==> config.mk <==
export PLATFORM = sky130hd
export DESIGN_NAME = periodic_pattern_window_mismatch_min_unit
export DESIGN_NICKNAME = d
export VERILOG_FILES = /design/src/hw/rtl/ppwm_pkg.sv /design/src/hw/rtl/periodic_pattern_window_mismatch_min_unit.sv /design/src/hw/rtl/ppwm_front.sv /design/src/hw/rtl/ppwm_score.sv
export SDC_FILE = /design/constraint.sdc
export NUM_CORES = 2
export LEC_CHECK = 0
export BUFFER_PORTS_ARGS = -buffer_cell sky130_fd_sc_hd__buf_2
export CORE_MARGIN = 3
export CORE_UTILIZATION = 45
export CTS_CLUSTER_SIZE = 24
export DETAILED_ROUTE_END_ITERATION = 8
export PLACE_DENSITY_LB_ADDON = 0.2
export SLEW_MARGIN = 0
export SYNTH_ARGS = -nofsm -noshare
export SYNTH_HDL_FRONTEND = slang
export SYNTH_HIERARCHICAL = 1
export SYNTH_SLANG_ARGS = --single-unit
==> constraint.sdc <==
create_clock -name aclk -period 40.5 [get_ports aclk]
set_clock_uncertainty 0.2 [all_clocks]
set_input_delay 4.05 -clock aclk [delete_from_list [all_inputs] [get_ports aclk]]
set_output_delay 4.05 -clock aclk [all_outputs]
set_load 0.05 [all_outputs]
==> src/hw/rtl/ppwm_pkg.sv <==
// ----------------------------------------------------------------------------
// ppwm_pkg
// Shared types, constants and helpers for the periodic pattern window
// mismatch minimum unit.
// ----------------------------------------------------------------------------
package ppwm_pkg;

    // history depth and derived widths
    localparam int MAX_WINDOW = 1024;
    localparam int ADDR_W     = $clog2(MAX_WINDOW);
    localparam int CNT_W      = 11;
    localparam int SYM_W      = 2;
    localparam int PHASES     = 3;

    localparam logic [CNT_W-1:0] SUM_MAX  = {CNT_W{1'b1}};
    localparam logic [CNT_W-1:0] SEEN_MAX = {CNT_W{1'b1}};
    localparam logic [CNT_W-1:0] WIN_MAX  = CNT_W'(MAX_WINDOW);
    localparam logic [CNT_W-1:0] WIN_MIN  = CNT_W'(1);

    // symbol codes
    localparam logic [SYM_W-1:0] SYM_R = 2'd0;
    localparam logic [SYM_W-1:0] SYM_G = 2'd1;
    localparam logic [SYM_W-1:0] SYM_B = 2'd2;

    // phase codes
    localparam logic [1:0] PHASE_0 = 2'd0;
    localparam logic [1:0] PHASE_1 = 2'd1;
    localparam logic [1:0] PHASE_2 = 2'd2;

    // register indexes
    localparam logic [0:0] REG_WINDOW_LENGTH = 1'b0;

    // one symbol on its way from the history stage to the scoring stage
    typedef struct packed {
        logic [PHASES-1:0] bits;     // mismatch per phase, this symbol
        logic [PHASES-1:0] old_bits; // mismatch bits leaving the window
        logic              use_old;  // window already full before this symbol
        logic              full;     // window full after this symbol
        logic              last;     // end of string
    } ppwm_item_t;

    // mismatch bits of a symbol against the three pattern phases
    function automatic logic [PHASES-1:0] mismatch_bits(input logic [SYM_W-1:0] sym,
                                                        input logic [1:0]       phase);
        logic [PHASES-1:0] m;
        case (phase)
            PHASE_0: m = {sym != SYM_B, sym != SYM_G, sym != SYM_R};
            PHASE_1: m = {sym != SYM_R, sym != SYM_B, sym != SYM_G};
            PHASE_2: m = {sym != SYM_G, sym != SYM_R, sym != SYM_B};
            default: m = {PHASES{1'b1}};
        endcase
        return m;
    endfunction

    // window length clamped into the supported range
    function automatic logic [CNT_W-1:0] eff_window(input logic [CNT_W-1:0] len);
        logic [CNT_W-1:0] k;
        if (len == '0) begin
            k = WIN_MIN;
        end else if (len > WIN_MAX) begin
            k = WIN_MAX;
        end else begin
            k = len;
        end
        return k;
    endfunction

endpackage

==> src/hw/rtl/periodic_pattern_window_mismatch_min_unit.sv <==
// ----------------------------------------------------------------------------
// periodic_pattern_window_mismatch_min_unit
// Minimum sliding-window mismatch count of a symbol string against the
// repeating pattern R,G,B in any of its three phases.
// ----------------------------------------------------------------------------
// One symbol is taken per cycle with no gaps. The input stalls only while a
// last symbol is held behind a result that has not been accepted yet. The
// result of a string is registered as follows: the history memory read and
// the input register load when its last symbol is accepted, and the window
// sum update loads the result register once that symbol leaves the input
// register. Throughput is set by the single-port-write, single-port-read
// history memory, which is written and read once per symbol. The window
// length register at byte address 0 may only be changed between strings. A
// string shorter than the window returns zero with the too_short flag in
// tuser set. The history memory needs no clearing after reset.
module periodic_pattern_window_mismatch_min_unit import ppwm_pkg::*; (
    input  logic        aclk,
    input  logic        aresetn,
    // configuration
    input  logic        psel,
    input  logic        penable,
    input  logic        pwrite,
    input  logic [2:0]  paddr,
    input  logic [31:0] pwdata,
    output logic [31:0] prdata,
    output logic        pready,
    // symbol input
    input  logic        s_tvalid,
    output logic        s_tready,
    input  logic [7:0]  s_tdata,   // [1:0] symbol, rest zero
    input  logic        s_tlast,   // last_symbol
    // result output
    output logic        m_tvalid,
    input  logic        m_tready,
    output logic [15:0] m_tdata,   // [10:0] min_changes, rest zero
    output logic [0:0]  m_tuser    // [0] too_short
);

    logic [CNT_W-1:0] win_len_reg;
    logic             cfg_wr;
    logic             reg_hit;
    logic             item_valid;
    logic             item_go;
    ppwm_item_t       item;
    logic [CNT_W-1:0] m_min;
    logic             m_short;

    // register access
    assign pready  = 1'b1;
    assign reg_hit = paddr[2] == REG_WINDOW_LENGTH;
    assign cfg_wr  = psel && penable && pwrite && reg_hit;
    assign prdata  = reg_hit ? {{(32-CNT_W){1'b0}}, win_len_reg} : 32'd0;

    always_ff @(posedge aclk) begin
        if (!aresetn) begin
            win_len_reg <= WIN_MIN;
        end else if (cfg_wr) begin
            win_len_reg <= pwdata[CNT_W-1:0];
        end
    end

    ppwm_front u_front (
        .aclk       (aclk),
        .aresetn    (aresetn),
        .win_len    (win_len_reg),
        .s_valid    (s_tvalid),
        .s_ready    (s_tready),
        .s_sym      (s_tdata[SYM_W-1:0]),
        .s_last     (s_tlast),
        .item_valid (item_valid),
        .item       (item),
        .item_go    (item_go)
    );

    ppwm_score u_score (
        .aclk       (aclk),
        .aresetn    (aresetn),
        .item_valid (item_valid),
        .item       (item),
        .item_go    (item_go),
        .m_valid    (m_tvalid),
        .m_ready    (m_tready),
        .m_min      (m_min),
        .m_short    (m_short)
    );

    assign m_tdata = {{(16-CNT_W){1'b0}}, m_min};
    assign m_tuser = m_short;

endmodule

==> src/hw/rtl/ppwm_front.sv <==
// ----------------------------------------------------------------------------
// ppwm_front
// Input stage: phase and length tracking, mismatch history memory and the
// registered read of the bits that leave the window.
// ----------------------------------------------------------------------------
module ppwm_front import ppwm_pkg::*; (
    input  logic             aclk,
    input  logic             aresetn,
    input  logic [CNT_W-1:0] win_len,
    input  logic             s_valid,
    output logic             s_ready,
    input  logic [SYM_W-1:0] s_sym,
    input  logic             s_last,
    output logic             item_valid,
    output ppwm_item_t       item,
    input  logic             item_go
);

    logic [1:0]        phase_reg, phase_next;
    logic [CNT_W-1:0]  seen_reg, seen_next;
    logic [ADDR_W-1:0] wr_ptr_reg, wr_ptr_next;
    logic              valid_reg, valid_next;
    logic [PHASES-1:0] bits_reg;
    logic [PHASES-1:0] old_reg;
    logic              use_old_reg, full_reg, last_reg;
    logic [2:0]        hist_mem [MAX_WINDOW];

    logic              s_fire;
    logic [CNT_W-1:0]  k;
    logic [CNT_W-1:0]  count;
    logic [PHASES-1:0] bits;
    logic [ADDR_W-1:0] rd_addr;

    // take a new symbol whenever the held one moves on
    assign s_ready = !valid_reg || item_go;
    assign s_fire  = s_valid && s_ready;

    // per-symbol decode
    always_comb begin
        k       = eff_window(win_len);
        bits    = mismatch_bits(s_sym, phase_reg);
        count   = (seen_reg == SEEN_MAX) ? seen_reg : seen_reg + CNT_W'(1);
        rd_addr = wr_ptr_reg - k[ADDR_W-1:0];
    end

    // string position state, cleared after the last symbol
    always_comb begin
        phase_next  = phase_reg;
        seen_next   = seen_reg;
        wr_ptr_next = wr_ptr_reg;
        if (s_fire) begin
            if (s_last) begin
                phase_next  = PHASE_0;
                seen_next   = '0;
                wr_ptr_next = '0;
            end else begin
                phase_next  = (phase_reg == PHASE_2) ? PHASE_0 : phase_reg + 2'd1;
                seen_next   = count;
                wr_ptr_next = wr_ptr_reg + ADDR_W'(1);
            end
        end
    end

    always_comb begin
        valid_next = valid_reg;
        if (s_fire) begin
            valid_next = 1'b1;
        end else if (item_go) begin
            valid_next = 1'b0;
        end
    end

    always_ff @(posedge aclk) begin
        if (!aresetn) begin
            phase_reg  <= PHASE_0;
            seen_reg   <= '0;
            wr_ptr_reg <= '0;
            valid_reg  <= 1'b0;
        end else begin
            phase_reg  <= phase_next;
            seen_reg   <= seen_next;
            wr_ptr_reg <= wr_ptr_next;
            valid_reg  <= valid_next;
        end
    end

    // history memory, read-before-write for a full-depth window
    always_ff @(posedge aclk) begin
        if (s_fire) begin
            hist_mem[wr_ptr_reg] <= bits;
            old_reg              <= hist_mem[rd_addr];
        end
    end

    // item payload register
    always_ff @(posedge aclk) begin
        if (s_fire) begin
            bits_reg    <= bits;
            use_old_reg <= seen_reg >= k;
            full_reg    <= count >= k;
            last_reg    <= s_last;
        end
    end

    assign item_valid    = valid_reg;
    assign item.bits     = bits_reg;
    assign item.old_bits = old_reg;
    assign item.use_old  = use_old_reg;
    assign item.full     = full_reg;
    assign item.last     = last_reg;

`ifndef SYNTHESIS
    // a last symbol restarts the string position
    a_clear_on_last: assert property (@(posedge aclk) disable iff (!aresetn)
        s_fire && s_last |=> seen_reg == '0 && phase_reg == PHASE_0 && wr_ptr_reg == '0)
        else $error("string state not cleared after last symbol");

    // phase stays in its three-step cycle
    a_phase_range: assert property (@(posedge aclk) disable iff (!aresetn)
        phase_reg != 2'd3)
        else $error("phase counter left its cycle");

    // a window that was full stays full after one more symbol
    a_full_order: assert property (@(posedge aclk) disable iff (!aresetn)
        valid_reg && use_old_reg |-> full_reg)
        else $error("window full before but not after symbol");
`endif

endmodule

==> src/hw/rtl/ppwm_score.sv <==
// ----------------------------------------------------------------------------
// ppwm_score
// Scoring stage: per-phase window sums, running minimum and the result
// register.
// ----------------------------------------------------------------------------
module ppwm_score import ppwm_pkg::*; (
    input  logic             aclk,
    input  logic             aresetn,
    input  logic             item_valid,
    input  ppwm_item_t       item,
    output logic             item_go,
    output logic             m_valid,
    input  logic             m_ready,
    output logic [CNT_W-1:0] m_min,
    output logic             m_short
);

    logic [CNT_W-1:0] sums_reg [PHASES];
    logic [CNT_W-1:0] sums_next [PHASES];
    logic [CNT_W-1:0] best_reg, best_next;
    logic             m_valid_reg, m_valid_next;
    logic [CNT_W-1:0] m_min_reg;
    logic             m_short_reg;

    logic [CNT_W-1:0] sums_upd [PHASES];
    logic [CNT_W-1:0] best_upd;
    logic             proc;

    // a symbol without a result never waits on the output
    assign item_go = !item.last || !m_valid_reg || m_ready;
    assign proc    = item_valid && item_go;

    // saturating window sums and the folded minimum
    always_comb begin
        logic [CNT_W-1:0] s;
        best_upd = best_reg;
        for (int p = 0; p < PHASES; p++) begin
            s = sums_reg[p];
            if (item.bits[p] && s != SUM_MAX) begin
                s = s + CNT_W'(1);
            end
            if (item.use_old && item.old_bits[p] && s != '0) begin
                s = s - CNT_W'(1);
            end
            sums_upd[p] = s;
            if (item.full && s < best_upd) begin
                best_upd = s;
            end
        end
    end

    always_comb begin
        best_next = best_reg;
        for (int p = 0; p < PHASES; p++) begin
            sums_next[p] = sums_reg[p];
        end
        if (proc) begin
            if (item.last) begin
                best_next = SUM_MAX;
                for (int p = 0; p < PHASES; p++) begin
                    sums_next[p] = '0;
                end
            end else begin
                best_next = best_upd;
                for (int p = 0; p < PHASES; p++) begin
                    sums_next[p] = sums_upd[p];
                end
            end
        end
    end

    always_comb begin
        m_valid_next = m_valid_reg;
        if (proc && item.last) begin
            m_valid_next = 1'b1;
        end else if (m_ready) begin
            m_valid_next = 1'b0;
        end
    end

    always_ff @(posedge aclk) begin
        if (!aresetn) begin
            best_reg    <= SUM_MAX;
            m_valid_reg <= 1'b0;
            for (int p = 0; p < PHASES; p++) begin
                sums_reg[p] <= '0;
            end
        end else begin
            best_reg    <= best_next;
            m_valid_reg <= m_valid_next;
            for (int p = 0; p < PHASES; p++) begin
                sums_reg[p] <= sums_next[p];
            end
        end
    end

    // result payload
    always_ff @(posedge aclk) begin
        if (proc && item.last) begin
            m_min_reg   <= item.full ? best_upd : '0;
            m_short_reg <= !item.full;
        end
    end

    assign m_valid = m_valid_reg;
    assign m_min   = m_min_reg;
    assign m_short = m_short_reg;

`ifndef SYNTHESIS
    // a short string always reports zero changes
    a_short_zero: assert property (@(posedge aclk) disable iff (!aresetn)
        m_valid_reg && m_short_reg |-> m_min_reg == '0)
        else $error("short string with nonzero minimum");

    // a new result never overwrites one still waiting
    a_no_overwrite: assert property (@(posedge aclk) disable iff (!aresetn)
        m_valid_reg && !m_ready |-> !(proc && item.last))
        else $error("result overwritten while stalled");

    // string state is fresh after a result is produced
    a_fresh_best: assert property (@(posedge aclk) disable iff (!aresetn)
        proc && item.last |=> best_reg == SUM_MAX)
        else $error("running minimum not cleared");
`endif

endmodule
==> reports/summary.json <==
{
  "synthesis.instances": 7167,
  "cp-startpoint": "u_score/sums_reg[0][0]$_SDFFE_PN0P_",
  "powerDensity_nw_per_um2": 50.8,
  "combPwrFrac": 0.098,
  "yosysUniqueCellTypes": 106,
  "worst_path_arrival_time_ps": 11530,
  "synth_seq_area_share": 0.721,
  "final_cell_mix": "sky130_fd_sc_hd__edfxtp_1 (3093), sky130_fd_sc_hd__nor2_1 (1131), sky130_fd_sc_hd__mux4_2 (900), sky130_fd_sc_hd__nand2_1 (380), sky130_fd_sc_hd__clkbuf_16 (342)",
  "cts_tree": "built",
  "initial_antenna_violation_count": 20,
  "drt-pass1-iter-count": 6,
  "final_layout_size_suffix_gt1_frac": 0.225,
  "drtIter0Drc": 9001,
  "grt.overflow.total": 0,
  "syn_avg_cell_area_um2": 18.3,
  "area_growth_syn_to_layout_pct": 11.5,
  "switching_part_of_the_total_power": 0.231,
  "cp_common_cell": "sky130_fd_sc_hd__a21o_1",
  "final.period_utilization": 0.275,
  "critical_path_slowest_stage_cell": "sky130_fd_sc_hd__a21oi_2",
  "post_cts_resize_count": 0,
  "n_fill_cell": 23264,
  "clk-insertion-delay-late_ps": 880,
  "viasPerCell": 6.05,
  "worst_path_largest_cell_delay_ps": 610,
  "worst_slew_pin_slew_ps": 1380,
  "worst_slack_placed_ps": 29620,
  "postSynth.topFlopCell": "sky130_fd_sc_hd__edfxtp_1",
  "seq_power_share": 0.491,
  "post_detailed_routing_wire_length_um": 349000,
  "synth_top_cell_by_area": "sky130_fd_sc_hd__edfxtp_1",
  "chipHeight_um": 546,
  "core-area_um2": 289000,
  "critical_path.endpoint_type": "register",
  "layout_commonest_cell": "sky130_fd_sc_hd__edfxtp_1",
  "fin_crit_ps": 11140,
  "syn-cell-area_um2": 131000,
  "p_int_uw": 5710,
  "dr_total_vias": 68638,
  "yosys-top-cells-area": "sky130_fd_sc_hd__edfxtp_1 (71%), sky130_fd_sc_hd__mux4_2 (15%), sky130_fd_sc_hd__nor2_1 (3.3%)",
  "unrepaired_setup_endpoints_after_global_routing": "false",
  "outcome": "finished clean",
  "maximum_capacitance_violations": 0,
  "yosys_warnings": 6,
  "p_clk_frac": 0.412,
  "timing.critical_path.from_type": "register",
  "cts_post_setup_buffers_inserted": 0,
  "crit_fanout": 15,
  "worstReg2RegStart": "u_score/sums_reg[0][0]$_SDFFE_PN0P_",
  "worst_slack_ps": 29360,
  "place.port_buffers": 46,
  "worst_slew_margin_rel": 0.0795,
  "async_reset_ff_frac": 0,
  "static-leakage-power_uw": 0.0441,
  "grt_util_all_layers": 0.232,
  "layout.nets": 7311,
  "cp.required_ps": 40890,
  "routabilityCongestion": 0.854,
  "timing.reg2reg.setup_slack_ps": 29360,
  "clk_path_buf_depth": 4,
  "edff_count_synth": 3093,
  "route.detailed.drc": 0,
  "initial_utilization": 0.454,
  "floorplan.die_area_um2": 298000,
  "grt_first_pass_wirelength_um": 502000,
  "ys_ff_latch": 3173,
  "largest_net_degree_at_the_start_of_global_routing": 233,
  "criticalPathCategory": "register to register",
  "via_count_of_the_first_global_routing_pass": 68888,
  "max_freq_mhz": 89.8,
  "wire_per_inst_um": 30.8,
  "ir_worst_vdd_mv": 0.0334,
  "total_switching_power_uw": 1720,
  "core.rowCount": 197,
  "final_hold_vio_count": 0,
  "final-setup-viol-count": 0,
  "clockRootBuffer": "sky130_fd_sc_hd__clkbuf_16",
  "die_w_um": 546,
  "cts.htree.levels": 5,
  "yosys.area.top_type_share": 0.709,
  "largest_register_ffs": 3072,
  "setup_total_negative_slack_ps": 0,
  "hold_class": "register to register",
  "cts-buffers-inserted": 334,
  "numClockSinks": 3173,
  "timing.rr.end": "u_score/m_min[1]$_SDFFCE_PN0P_",
  "worstRegToRegCells": 40,
  "timing_max_transition_violations_final": 0,
  "cts_hold_buf": 0,
  "pin_count": 103,
  "endpoint": "u_score/m_min[1]$_SDFFCE_PN0P_",
  "ant_nets": 0,
  "detailedPlacementHpwl_um": 202000,
  "path_clk_slew_ps": 60
}
[worst min-delay path by stage]
| stage | start | slack, ps | cells past startpoint | to |
|---|---|---|---|---|
| after floorplan | win_len_reg[3]$_SDFFE_PN0P_ | 260 | 2 | win_len_reg[3]$_SDFFE_PN0P_ |
| after global routing | u_score/best_reg[2]$_SDFFE_PN1P_ | 320 | 1 | u_score/best_reg[2]$_SDFFE_PN1P_ |
| after detailed placement | u_score/best_reg[2]$_SDFFE_PN1P_ | 280 | 1 | u_score/best_reg[2]$_SDFFE_PN1P_ |
| final | win_len_reg[4]$_SDFFE_PN0P_ | 290 | 2 | win_len_reg[4]$_SDFFE_PN0P_ |
| after CTS | u_score/best_reg[2]$_SDFFE_PN1P_ | 290 | 1 | u_score/best_reg[2]$_SDFFE_PN1P_ |
| after global placement | u_score/best_reg[4]$_SDFFE_PN1P_ | 280 | 1 | u_score/best_reg[4]$_SDFFE_PN1P_ |
[cell usage after synthesis (22+ instances only)]
master	n
sky130_fd_sc_hd__edfxtp_1	3093
sky130_fd_sc_hd__nor2_1	1137
sky130_fd_sc_hd__mux4_2	900
sky130_fd_sc_hd__nand2_1	388
sky130_fd_sc_hd__clkbuf_1	289
sky130_fd_sc_hd__nand3_1	124
sky130_fd_sc_hd__mux2i_1	99
sky130_fd_sc_hd__buf_4	91
sky130_fd_sc_hd__buf_2	82
sky130_fd_sc_hd__dfxtp_1	80
sky130_fd_sc_hd__a21oi_1	73
sky130_fd_sc_hd__ha_1	71
sky130_fd_sc_hd__nor2b_1	63
sky130_fd_sc_hd__a22oi_1	54
sky130_fd_sc_hd__buf_6	54
sky130_fd_sc_hd__inv_1	49
sky130_fd_sc_hd__o21ai_0	44
sky130_fd_sc_hd__xnor2_1	43
sky130_fd_sc_hd__nand4_1	36
sky130_fd_sc_hd__and3_1	32
sky130_fd_sc_hd__nor3_1	26
sky130_fd_sc_hd__a32oi_1	24
sky130_fd_sc_hd__a31oi_1	22
[power by group through the flow]
stage          clock (uW)  sequential, uW  combinational [uW]
2_1_floorplan           0            3840                 479
3_3_place_gp            0            3710                 725
3_5_place_dp            0            3710                 732
4_1_cts              3110            3640                 734
5_1_grt              3240            3640                 766
6_report             3060            3640                 726
[cells by family (layout without fill, tap and decap cells)]
group	count (synthesis)	in the layout	share of synthesized area
DFF	3173	3173	0.721
and+or+nand+nor	1896	1896	0.0609
muxes	1002	1002	0.162
buffers and inverters	591	854	0.0238
AOI/OAI and AO/OA	362	362	0.0199
adders and majority gates	72	72	0.00693
xor gates and xnor gates	69	69	0.00498
other	2	34	0.0000573
[area by class of cell]
cell class	count	area, um2	share of cell area
clock inverters	200	2060	0.0141
flip-flops and latches	3173	94500	0.647
clock buffers	403	8800	0.0602
well taps	3880	4850	0.0332
diodes	7	17.5	0.000120
multi-input cells	3428	34100	0.234
repair buffers	200	1600	0.0109
inverters	51	191	0.00131
[critical path, delay by kind of cell (launching register included)]
family | cells | cell delay (ps)
compound gates | 18 | 4620
simple gates | 13 | 2930
fa+ha+maj | 4 | 1210
mux | 3 | 1040
flops | 1 | 510
xor+xnor | 1 | 260
buf+inv | 1 | 80
[per-layer routing]
| metal | track usage | part of all wire | wire, um | up-vias |
|---|---|---|---|---|
| met4 | 0.0692 | 0.031 | 11000 | 2 |
| li1 | - | - | - | 28493 |
| met1 | 0.330 | 0.40 | 141000 | 36455 |
| met3 | 0.0373 | 0.087 | 30300 | 557 |
| met5 | 0 | 0.000052 | 18 | - |
| met2 | 0.370 | 0.48 | 167000 | 3131 |
[per-stage QoR]
step / total power [uW] / hold slack [ps] / util / cell area (um2) / instances
global route: 7650 / 320 / 0.506 / 146000 / 11336
floorplan: 4320 / 256 / - / 131000 / 7192
detailed placement: 4440 / 280 / 0.468 / 135000 / 10732
CTS: 7490 / 295 / 0.506 / 146000 / 11335
finish: 7430 / 293 / 0.506 / 146000 / 11342
global placement: 4440 / 276 / 0.468 / 135000 / 10732
Power figures use the tool's default switching activity.
